<file path="config.mk">
export PLATFORM = sky130hd
export DESIGN_NAME = fifo_queue_with_promote_and_search_core
export DESIGN_NICKNAME = d
export VERILOG_FILES = /design/src/rtl/fqps_pkg.sv /design/src/rtl/fqps_ram.sv /design/src/rtl/fqps_seq.sv /design/src/rtl/fifo_queue_with_promote_and_search_core.sv
export SDC_FILE = /design/constraint.sdc
export NUM_CORES = 1
export LEC_CHECK = 0
export BUFFER_PORTS_ARGS = -buffer_cell sky130_fd_sc_hd__buf_2
export CAP_MARGIN = 20
export CELL_PAD_IN_SITES_DETAIL_PLACEMENT = 1
export CELL_PAD_IN_SITES_GLOBAL_PLACEMENT = 1
export CORE_AREA = 2 2 192 194
export DETAILED_ROUTE_END_ITERATION = 10
export DIE_AREA = 0 0 194 196
export PLACE_DENSITY = 0.82
export SYNTH_ARGS = -nofsm -noshare
export SYNTH_HDL_FRONTEND = slang
export SYNTH_SLANG_ARGS = --single-unit
</file>
<file path="constraint.sdc">
create_clock -name clk -period 16.61 [get_ports clk]
set_input_delay 1.661 -clock clk [delete_from_list [all_inputs] [get_ports clk]]
set_output_delay 1.661 -clock clk [all_outputs]
set_load 0.02 [all_outputs]
</file>
<file path="src/rtl/fqps_pkg.sv">
`timescale 1ns / 1ps
// ----------------------------------------------------------------------------
// fqps_pkg
// Types and codes shared by the ordered queue with promote and search.
// ----------------------------------------------------------------------------
package fqps_pkg;

    localparam int OP_W  = 3;
    localparam int ID_W  = 16;
    localparam int AGE_W = 8;
    localparam int ST_W  = 3;
    localparam int OCC_W = 5;

    localparam logic [OP_W-1:0] OP_ENQ     = 3'd0;
    localparam logic [OP_W-1:0] OP_DEQ     = 3'd1;
    localparam logic [OP_W-1:0] OP_PROMOTE = 3'd2;
    localparam logic [OP_W-1:0] OP_SEARCH  = 3'd3;
    localparam logic [OP_W-1:0] OP_UPDATE  = 3'd4;

    localparam logic [ST_W-1:0] ST_OK        = 3'd0;
    localparam logic [ST_W-1:0] ST_EMPTY     = 3'd1;
    localparam logic [ST_W-1:0] ST_NOT_FOUND = 3'd2;
    localparam logic [ST_W-1:0] ST_FULL      = 3'd3;
    localparam logic [ST_W-1:0] ST_NOT_MOVED = 3'd4;

    typedef struct packed {
        logic [OP_W-1:0]  op;
        logic [ID_W-1:0]  key_id;
        logic [AGE_W-1:0] age_in;
    } fqps_req_t;

    typedef struct packed {
        logic [ST_W-1:0]  status;
        logic [ID_W-1:0]  out_id;
        logic [AGE_W-1:0] out_age;
        logic [OCC_W-1:0] occupancy;
    } fqps_rsp_t;

endpackage

</file>
<file path="src/rtl/fqps_ram.sv">
`timescale 1ns / 1ps
// ----------------------------------------------------------------------------
// fqps_ram
// Generic simple dual-port RAM, one write port, one registered read port.
// ----------------------------------------------------------------------------
module fqps_ram #(
    parameter int WIDTH = 8,
    parameter int DEPTH = 16
) (
    input  logic                     clk,
    input  logic                     we,
    input  logic [$clog2(DEPTH)-1:0] waddr,
    input  logic [WIDTH-1:0]         wdata,
    input  logic [$clog2(DEPTH)-1:0] raddr,
    output logic [WIDTH-1:0]         rdata
);

    logic [WIDTH-1:0] mem [DEPTH];

    always_ff @(posedge clk)
    begin
        if (we)
        begin
            mem[waddr] <= wdata;
        end
        rdata <= mem[raddr];
    end

endmodule

</file>
<file path="src/rtl/fqps_seq.sv">
`timescale 1ns / 1ps
// ----------------------------------------------------------------------------
// fqps_seq
// Sequencer: circular buffer pointers, entry scan, shift for promote.
// ----------------------------------------------------------------------------
module fqps_seq
    import fqps_pkg::*;
#(
    parameter int DEPTH   = 16,
    parameter int ID_BITS = 16
) (
    input  logic                          clk,
    input  logic                          rst_n,
    input  logic                          req_valid,
    output logic                          req_ready,
    input  fqps_req_t                     req,
    output logic                          res_valid,
    input  logic                          res_ready,
    output fqps_rsp_t                     res,
    output logic                          we,
    output logic [$clog2(DEPTH)-1:0]      waddr,
    output logic [ID_BITS+AGE_W-1:0]      wdata,
    output logic [$clog2(DEPTH)-1:0]      raddr,
    input  logic [ID_BITS+AGE_W-1:0]      rdata
);

    localparam int AW = $clog2(DEPTH);
    localparam int CW = $clog2(DEPTH + 1);
    localparam int SW = CW + 1;
    localparam int KW = (ID_BITS < ID_W) ? ID_BITS : ID_W;
    localparam int OW = (CW < OCC_W) ? CW : OCC_W;

    typedef enum logic [6:0] {
        S_IDLE  = 7'b0000001,
        S_READ  = 7'b0000010,
        S_CHECK = 7'b0000100,
        S_SH_RD = 7'b0001000,
        S_SH_WR = 7'b0010000,
        S_FRONT = 7'b0100000,
        S_DONE  = 7'b1000000
    } state_t;

    state_t               state_reg, state_next;
    logic [AW-1:0]        head_reg, head_next;
    logic [CW-1:0]        count_reg, count_next;
    logic [CW-1:0]        idx_reg, idx_next;
    logic [OP_W-1:0]      op_reg, op_next;
    logic [ID_BITS-1:0]   key_reg, key_next;
    logic [AGE_W-1:0]     age_reg, age_next;
    logic [ST_W-1:0]      status_reg, status_next;
    logic [ID_BITS-1:0]   rid_reg, rid_next;
    logic [AGE_W-1:0]     rage_reg, rage_next;

    logic                 req_fire;
    logic [ID_BITS-1:0]   key_w;
    logic [ID_BITS-1:0]   r_id;
    logic [AGE_W-1:0]     r_age;
    logic                 full;
    logic [CW-1:0]        lidx;
    logic [SW-1:0]        psum;
    logic [AW-1:0]        addr;

    assign req_ready = (state_reg == S_IDLE);
    assign req_fire  = req_valid && req_ready;
    assign key_w     = ID_BITS'(req.key_id[KW-1:0]);
    assign r_id      = rdata[ID_BITS+AGE_W-1:AGE_W];
    assign r_age     = rdata[AGE_W-1:0];
    assign full      = (count_reg == CW'(DEPTH));

    // logical slot to physical address
    always_comb
    begin
        psum = SW'(head_reg) + SW'(lidx);
        if (psum >= SW'(DEPTH))
        begin
            psum = psum - SW'(DEPTH);
        end
        addr = psum[AW-1:0];
    end

    assign waddr = addr;
    assign raddr = addr;

    assign res_valid     = (state_reg == S_DONE);
    assign res.status    = status_reg;
    assign res.out_id    = ID_W'(rid_reg[KW-1:0]);
    assign res.out_age   = rage_reg;
    assign res.occupancy = OCC_W'(count_reg[OW-1:0]);

    always_comb
    begin
        state_next  = state_reg;
        head_next   = head_reg;
        count_next  = count_reg;
        idx_next    = idx_reg;
        op_next     = op_reg;
        key_next    = key_reg;
        age_next    = age_reg;
        status_next = status_reg;
        rid_next    = rid_reg;
        rage_next   = rage_reg;
        we          = 1'b0;
        wdata       = rdata;
        lidx        = idx_reg;

        case (state_reg)
            S_IDLE:
            begin
                lidx = count_reg;
                if (req_fire)
                begin
                    op_next     = req.op;
                    key_next    = key_w;
                    age_next    = req.age_in;
                    status_next = ST_OK;
                    rid_next    = '0;
                    rage_next   = '0;
                    state_next  = S_DONE;
                    case (req.op)
                        OP_ENQ:
                        begin
                            if (full)
                            begin
                                status_next = ST_FULL;
                            end
                            else
                            begin
                                we         = 1'b1;
                                wdata      = {key_w, req.age_in};
                                count_next = count_reg + 1'b1;
                            end
                        end
                        OP_DEQ:
                        begin
                            if (count_reg == '0)
                            begin
                                status_next = ST_EMPTY;
                            end
                            else
                            begin
                                idx_next   = '0;
                                state_next = S_READ;
                            end
                        end
                        OP_PROMOTE:
                        begin
                            if (count_reg < CW'(2))
                            begin
                                status_next = ST_NOT_MOVED;
                            end
                            else
                            begin
                                idx_next   = CW'(1);
                                state_next = S_READ;
                            end
                        end
                        OP_SEARCH, OP_UPDATE:
                        begin
                            idx_next   = '0;
                            state_next = S_READ;
                        end
                        default:
                        begin
                            state_next = S_DONE;
                        end
                    endcase
                end
            end
            S_READ:
            begin
                if (idx_reg >= count_reg)
                begin
                    status_next = (op_reg == OP_PROMOTE) ? ST_NOT_MOVED : ST_NOT_FOUND;
                    state_next  = S_DONE;
                end
                else
                begin
                    state_next = S_CHECK;
                end
            end
            S_CHECK:
            begin
                if (op_reg == OP_DEQ)
                begin
                    rid_next   = r_id;
                    rage_next  = r_age;
                    head_next  = (head_reg == AW'(DEPTH - 1)) ? '0 : head_reg + 1'b1;
                    count_next = count_reg - 1'b1;
                    state_next = S_DONE;
                end
                else if (r_id == key_reg)
                begin
                    rid_next = r_id;
                    case (op_reg)
                        OP_UPDATE:
                        begin
                            we         = 1'b1;
                            wdata      = {r_id, age_reg};
                            rage_next  = age_reg;
                            state_next = S_DONE;
                        end
                        OP_PROMOTE:
                        begin
                            rage_next  = r_age;
                            state_next = S_SH_RD;
                        end
                        default:
                        begin
                            rage_next  = r_age;
                            state_next = S_DONE;
                        end
                    endcase
                end
                else
                begin
                    idx_next   = idx_reg + 1'b1;
                    state_next = S_READ;
                end
            end
            S_SH_RD:
            begin
                lidx       = idx_reg - 1'b1;
                state_next = S_SH_WR;
            end
            S_SH_WR:
            begin
                we       = 1'b1;
                wdata    = rdata;
                idx_next = idx_reg - 1'b1;
                state_next = (idx_reg == CW'(1)) ? S_FRONT : S_SH_RD;
            end
            S_FRONT:
            begin
                lidx       = '0;
                we         = 1'b1;
                wdata      = {rid_reg, rage_reg};
                state_next = S_DONE;
            end
            S_DONE:
            begin
                if (res_ready)
                begin
                    state_next = S_IDLE;
                end
            end
            default:
            begin
                state_next = S_IDLE;
            end
        endcase
    end

    always_ff @(posedge clk or negedge rst_n)
    begin
        if (!rst_n)
        begin
            state_reg <= S_IDLE;
            head_reg  <= '0;
            count_reg <= '0;
            idx_reg   <= '0;
        end
        else
        begin
            state_reg <= state_next;
            head_reg  <= head_next;
            count_reg <= count_next;
            idx_reg   <= idx_next;
        end
    end

    always_ff @(posedge clk)
    begin
        op_reg     <= op_next;
        key_reg    <= key_next;
        age_reg    <= age_next;
        status_reg <= status_next;
        rid_reg    <= rid_next;
        rage_reg   <= rage_next;
    end

    a_count_bound: assert property (@(posedge clk) disable iff (!rst_n)
        count_reg <= CW'(DEPTH))
        else $error("entry count above depth");

    a_head_bound: assert property (@(posedge clk) disable iff (!rst_n)
        head_reg <= AW'(DEPTH - 1))
        else $error("head pointer out of range");

    a_enq_grow: assert property (@(posedge clk) disable iff (!rst_n)
        (req_fire && req.op == OP_ENQ && !full) |=> count_reg == $past(count_reg) + 1'b1)
        else $error("enqueue did not grow the queue");

    a_count_hold: assert property (@(posedge clk) disable iff (!rst_n)
        !((req_fire && req.op == OP_ENQ) || (state_reg == S_CHECK && op_reg == OP_DEQ))
        |=> $stable(count_reg))
        else $error("entry count changed without enqueue or dequeue");

endmodule

</file>
<file path="src/rtl/fifo_queue_with_promote_and_search_core.sv">
`timescale 1ns / 1ps
// ----------------------------------------------------------------------------
// fifo_queue_with_promote_and_search_core
// Bounded ordered queue with promote-to-front, search and age update.
// ----------------------------------------------------------------------------
// Enqueue, dequeue-empty and rejected ops answer without a scan. Search and
//   update scan from the head, promote from the second entry; a miss scans
//   every held entry that the scan covers.
// Each entry costs one RAM read and one compare; promote adds one
//   read/write pair per entry moved. One request in flight at a time.
// Reset empties the queue at once; RAM contents are not cleared.
// ----------------------------------------------------------------------------
module fifo_queue_with_promote_and_search_core
    import fqps_pkg::*;
#(
    parameter int DEPTH   = 16,
    parameter int ID_BITS = 16
) (
    input  logic      clk,
    input  logic      rst_n,
    input  logic      req_valid,
    output logic      req_ready,
    input  fqps_req_t req,
    output logic      rsp_valid,
    input  logic      rsp_ready,
    output fqps_rsp_t rsp
);

    localparam int AW = $clog2(DEPTH);
    localparam int DW = ID_BITS + AGE_W;

    logic          res_valid;
    logic          res_ready;
    fqps_rsp_t     res;
    logic          we;
    logic [AW-1:0] waddr;
    logic [DW-1:0] wdata;
    logic [AW-1:0] raddr;
    logic [DW-1:0] rdata;

    logic          rsp_valid_reg;
    fqps_rsp_t     rsp_reg;

    fqps_seq #(
        .DEPTH   (DEPTH),
        .ID_BITS (ID_BITS)
    ) u_seq (
        .clk       (clk),
        .rst_n     (rst_n),
        .req_valid (req_valid),
        .req_ready (req_ready),
        .req       (req),
        .res_valid (res_valid),
        .res_ready (res_ready),
        .res       (res),
        .we        (we),
        .waddr     (waddr),
        .wdata     (wdata),
        .raddr     (raddr),
        .rdata     (rdata)
    );

    fqps_ram #(
        .WIDTH (DW),
        .DEPTH (DEPTH)
    ) u_ram (
        .clk   (clk),
        .we    (we),
        .waddr (waddr),
        .wdata (wdata),
        .raddr (raddr),
        .rdata (rdata)
    );

    // hold the result until taken
    assign res_ready = !rsp_valid_reg || rsp_ready;

    always_ff @(posedge clk or negedge rst_n)
    begin
        if (!rst_n)
        begin
            rsp_valid_reg <= 1'b0;
        end
        else if (res_ready)
        begin
            rsp_valid_reg <= res_valid;
        end
    end

    always_ff @(posedge clk)
    begin
        if (res_ready && res_valid)
        begin
            rsp_reg <= res;
        end
    end

    assign rsp_valid = rsp_valid_reg;
    assign rsp       = rsp_reg;

endmodule

</file>
Yosys cells after proc, flatten, opt, wreduce, memory -nomap -nowiden
Memory sizes are Yosys's and may differ from the RTL's. A register that Yosys moved wholly into a read port is not among the register bits.
Index checks and enable logic that the tools add are counted.
- $add $sub $neg: 7
- multiply operators: 0
- div/mod/pow operators: 0
- magnitude comparators: 3
- equality and inequality tests: 30
- shifts and indexed selects: 0
- mux-type cells: 59
- bitwise operators: 0
- reductions and logical operators: 18
- operators by type and width (operator ; count):
    two-way mux 24 bit ; 3
    one-hot mux 24 bit (3 select lines) ; 1
    two-way mux 7 bit ; 8
    two-way mux 8 bit ; 7
    one-hot mux 7 bit (7 select lines) ; 1
    two-way mux 16 bit ; 3
    two-way mux 5 bit ; 9
    one-hot mux 5 bit (3 select lines) ; 3
    one-hot mux 16 bit (2 select lines) ; 1
    one-hot mux 7 bit (3 select lines) ; 1
    == test 16 bit ; 1
    one-hot mux 8 bit (2 select lines) ; 1
    two-way mux 3 bit ; 4
    adder 5 x 1 -> 5 bit, second input constant ; 2
    inequality test 2 bit, second input constant ; 5
    one-hot mux 5 bit (2 select lines) ; 1
    subtractor 5 x 1 -> 5 bit, second input constant ; 2
    == test 3 x 2 -> 1 bit, second input constant ; 3
    two-way mux 1 bit ; 9
    one-hot mux 3 bit (3 select lines) ; 1
    two-way mux 4 bit ; 2
    == test 7 x 1 -> 1 bit, second input constant ; 1
    == test 7 x 2 -> 1 bit, second input constant ; 1
    == test 7 x 3 -> 1 bit, second input constant ; 1
    other kinds (35) ; 46
- register bits: 108
- bits in latches: 0
- bits in writable memories: 384
- ROM bits: 0
- memories: 1
- memory list (name ; depth ; width ; read ports ; clocked after Yosys merged registers in ; write ports ; line ; RTL):
    u_ram.mem ; 16 ; 24 ; 1 ; 1 ; 1 ; fqps_ram.sv:18 ; logic [WIDTH-1:0] mem [DEPTH];

Depth between registers and ports, before layout
- word-level depth: 7
- gate-level depth with buffers: 16
- depth with buffers taken out: 13

By module
From an unflattened synthesis, not the netlist that was laid out.
- cell total of the unflattened synthesis: 1080
- area, all modules: 20407.1 µm²
- modules (own cells, without submodules) (module ; times used ; cells an instance ; area an instance (µm²) ; seq. area each (µm²)):
    fqps_ram ; 1 ; 636 ; 14930.6 ; 12011.5
    fqps_seq ; 1 ; 408 ; 4461.8 ; 2148.3
    fifo_queue_with_promote_and_search_core ; 1 ; 36 ; 1014.7 ; 985.9

Least setup slack after synthesis
Ideal clock, no wire load.
- path kind: reg-to-reg
- start point: register u_seq.state_reg[4]
- end point: memory u_ram.mem[12][0] (netlist bit) (enable)
- setup time: 0.466 ns
- data arrival time: 5.762 ns
- data required time: 16.144 ns
- setup slack: 10.382 ns
- stages on the path, launching flop included: 16
- clock period less this slack: 6.228 ns
- cell sequence: dfrtp_1 > clkbuf_1 > nor3_1 > nand2_1 > inv_1 > nor3_1 > nand2_1 > o221ai_1 > ha_1 > inv_1 > fa_1 > clkbuf_1 > clkbuf_1 > clkbuf_1 > o31ai_1 > nor4_1
- longest elaborated chain between the ends: 6
- elaborated cells on any way between the ends: 16
- ends and longest elaborated chain (element ; line ; RTL):
    from (decl) ; fqps_seq.sv:43 ; state_t state_reg, state_next;
    from (signal assigned) ; fqps_seq.sv:264 ; state_reg <= state_next;
    == test 7 x 1 -> 1 bit * ; fqps_seq.sv:63 ; assign req_ready = (state_reg == S_IDLE);
    via req_ready ; fifo_queue_with_promote_and_search_core.sv:22 ; output logic req_ready,
    branches (longest 5 deep; another with adder 4 x 5 -> 6 bit) ; -- ;
    to (decl) ; fqps_ram.sv:18 ;
Mark *: on every way through the listed nets, which the timed path passes.

Worst setup path in the final report
- start point: register u_seq.state_reg[1]
- end point: memory u_ram.mem[7][20] (netlist bit) (enable)
- longest elaborated chain between the ends: 6
- elaborated cells on any way between the ends: 16
- ends and longest elaborated chain (element):
    branches (longest 6 deep; another with adder 4 x 5 -> 6 bit)
Parallel ways; which one is timed is not known.

==> impl_metrics.yaml <==
floorplan:
  die_x_um: 194
  dieHeight_um: 196
  ioPinCount: 65
  coreArea_um2: 36100
  initial_utilization: 0.568
  rows: 70
  die-area_um2: 38000
run_status:
  status: "finished clean"
detailed_routing:
  viasPerCell: 6.63
  wire_per_inst_um: 31.8
  ant_nets: 0
  wl_mm: 54.6
  drt_first_iter_violations: 1397
  post-route-drc-count: 0
  via_count: 11360
  drt-pass1-iter-count: 7
clocking:
  clockBufferDepth: 3
  clk_latency_ps: 600
  clkSlewWorstSetupHoldPaths_ps: 60
  cts_htree_levels: 2
  clkSinkCount: 516
  cts-buffers-inserted: 51
  cts-resized-gates: 0
  post_cts_buffers: 0
  cts_tree: "built"
  cts-root-buf: "clkbuf_16"
  cts_hold_buf: 0
sta:
  rsz0062_at_grt: "no"
  slew_viol_final: 0
  fin_skew_ps: 25.6
  finalSetupViolations: 0
  final.min_clock_period_ps: 6730
  tightest_slew_ps: 1180
  slew_headroom: 0.205
  max_freq_mhz: 149
  min_period_over_period: 0.405
  setup_tns_ps: 0
  setup_ws_ps: 9880
  hold_viol_final: 0
cells_and_area:
  largest_register_ffs: 384
  layout_common_cells: "edfxtp_1 (470), mux4_2 (96), mux2i_1 (73)"
  diodes: 0
  syn2layout_area_growth_pct: 13.6
  drive_gt1_frac: 0.250
  stdcell_area_um2: 23300
  final_common_cell: "edfxtp_1"
  nets: 1254
yosys:
  synth_warnings: 0
  synth_nets: 1144
  ys_ff_latch: 516
  netlist_area_um2: 20500
  synth-main-ff-cell: "edfxtp_1"
  postSynth.asyncResetShare: 0.0426
  ys_types: 60
  ys_seq_area_frac: 0.738
  postSynthAreaPerCell_um2: 18.7
  synth_edf_count: 470
  synthCells: 1095
pwr:
  ir_drop_uv: 139
  p_leak_uw: 0.00820
  power_density_nw_per_um2: 220
  total_power_uw: 5130
setup_path:
  startpoint_type: "flop"
  arrival_ps: 6980
  slowest_stage: "nor3_1"
  max_stage_delay_ps: 950
  path_delay_family: "simple AND/OR/NAND/NOR gates"
  timing_worst_setup_path_type: "flop to flop"
  crit_buf_inv: 4
  crit_required_ps: 16860
  cp-end-kind: "flop"
  path_cells: "or4_1 > nor3_1 > nor3_1 > nand2_1 > o221ai_1 > ha_4 > buf_4 > buf_4 > inv_1 > or2_2 > nor3_2 > buf_4"
  cp_common_cell: "buf_4"
  crit_fanout: 46
global_route:
  grt_pass1_vias: 12077
  grt_max_degree: 59
  antenna_found_initial: 0
  overflow: 0
  grt_pass1_wl_mm: 82.5
  grtUsageTotal: 0.296
placed_design:
  gp_congestion: 0.865
  placed_cell_area_um2: 21600
  io_buffers: 64
  dp_hpwl_mm: 32.6
  preCtsSetupSlack_ps: 9990
flow_run:
  drv_cap: 0
hold_path:
  hp-class: "flop to flop"
[routing by layer]
metal	wire, µm	global-route usage	vias up
met5	0	0	-
met4	1710	0.102	0
met3	4170	0.0380	129
met2	28200	0.511	611
met1	20500	0.395	5982
li1	-	-	4638
[metrics by stage]
step           utilization  instances  hold WS, ps
6_report             0.646       1714          432
5_1_grt              0.646       1714          438
4_1_cts              0.644       1708          426
3_5_place_dp         0.599       1614          411
3_3_place_gp         0.599       1614          411
2_1_floorplan            -       1095          400
[worst paths after layout]
path / cells past startpoint / slack [ps] / startpoint / end
worst max-delay path: 12 / 9880 / u_seq.state_reg[1] / u_ram.mem[7][20]
worst min-delay path: 0 / 430 / u_seq.status_reg[1] / rsp[30]
worst max register to register: 12 / 9880 / u_seq.state_reg[1] / u_ram.mem[7][20]
worst min register to register: 0 / 430 / u_seq.status_reg[1] / rsp[30]
max in group asynchronous: 1 / 15200 / rst_n / u_seq.state_reg[0]
min in group asynchronous: 1 / 1040 / rst_n / rsp_valid
[synthesized netlist by cell type (4+ instances only)]
cell type | n | area (µm²)
a21oi_1 | 21 | 105
a22oi_1 | 16 | 120
nand3_1 | 7 | 35.0
nand2b_1 | 4 | 25.0
edfxtp_1 | 470 | 14100
clkbuf_1 | 37 | 139
xnor2_1 | 7 | 61.3
a31oi_1 | 5 | 31.3
mux2i_1 | 73 | 731
o31ai_1 | 4 | 30.0
and2_1 | 18 | 113
nand2_1 | 70 | 263
nor2_1 | 18 | 67.6
o21ai_0 | 24 | 120
mux4_2 | 96 | 2160
nand4_1 | 4 | 25.0
or2_2 | 4 | 25.0
ha_1 | 16 | 200
xor2_1 | 19 | 166
nor4_1 | 10 | 62.6
nor2b_1 | 4 | 25.0
dfxtp_1 | 24 | 480
o21a_1 | 4 | 30.0
inv_1 | 26 | 97.6
a222oi_1 | 8 | 80.1
dfrtp_1 | 21 | 526
nor3_1 | 24 | 120
nor4b_1 | 4 | 35.0
[kinds of logic (layout without fill, tap and decap cells)]
family / after synthesis / in the layout / share of synthesized area
DFF: 516 / 516 / 0.738
buffers and inverters: 74 / 225 / 0.0161
muxes: 170 / 170 / 0.142
xor gates and xnor gates: 26 / 26 / 0.0111
and+or+nand+nor: 181 / 181 / 0.0440
adders and majority gates: 18 / 18 / 0.0117
AOI/OAI and AO/OA: 110 / 110 / 0.0370
[where the power goes]
group          leakage [µW]  total (µW)  internal, µW  switching (µW)
Combinational       0.00264        2130           867            1270
Clock              0.000806        1140           638             499
Sequential          0.00476        1860          1750             109
[final cells by class]
| cell class | instances | area, µm² |
|---|---|---|
| Inverter | 26 | 97.6 |
| Clock inverter | 28 | 210 |
| Sequential cell | 516 | 15100 |
| Multi-Input combinational cell | 505 | 5200 |
| Fill cell | 3064 | 12800 |
| Timing Repair Buffer | 105 | 636 |
| Clock buffer | 66 | 1430 |
| Tap cell | 468 | 586 |
No activity file was read; power rests on OpenSTA's default activity.
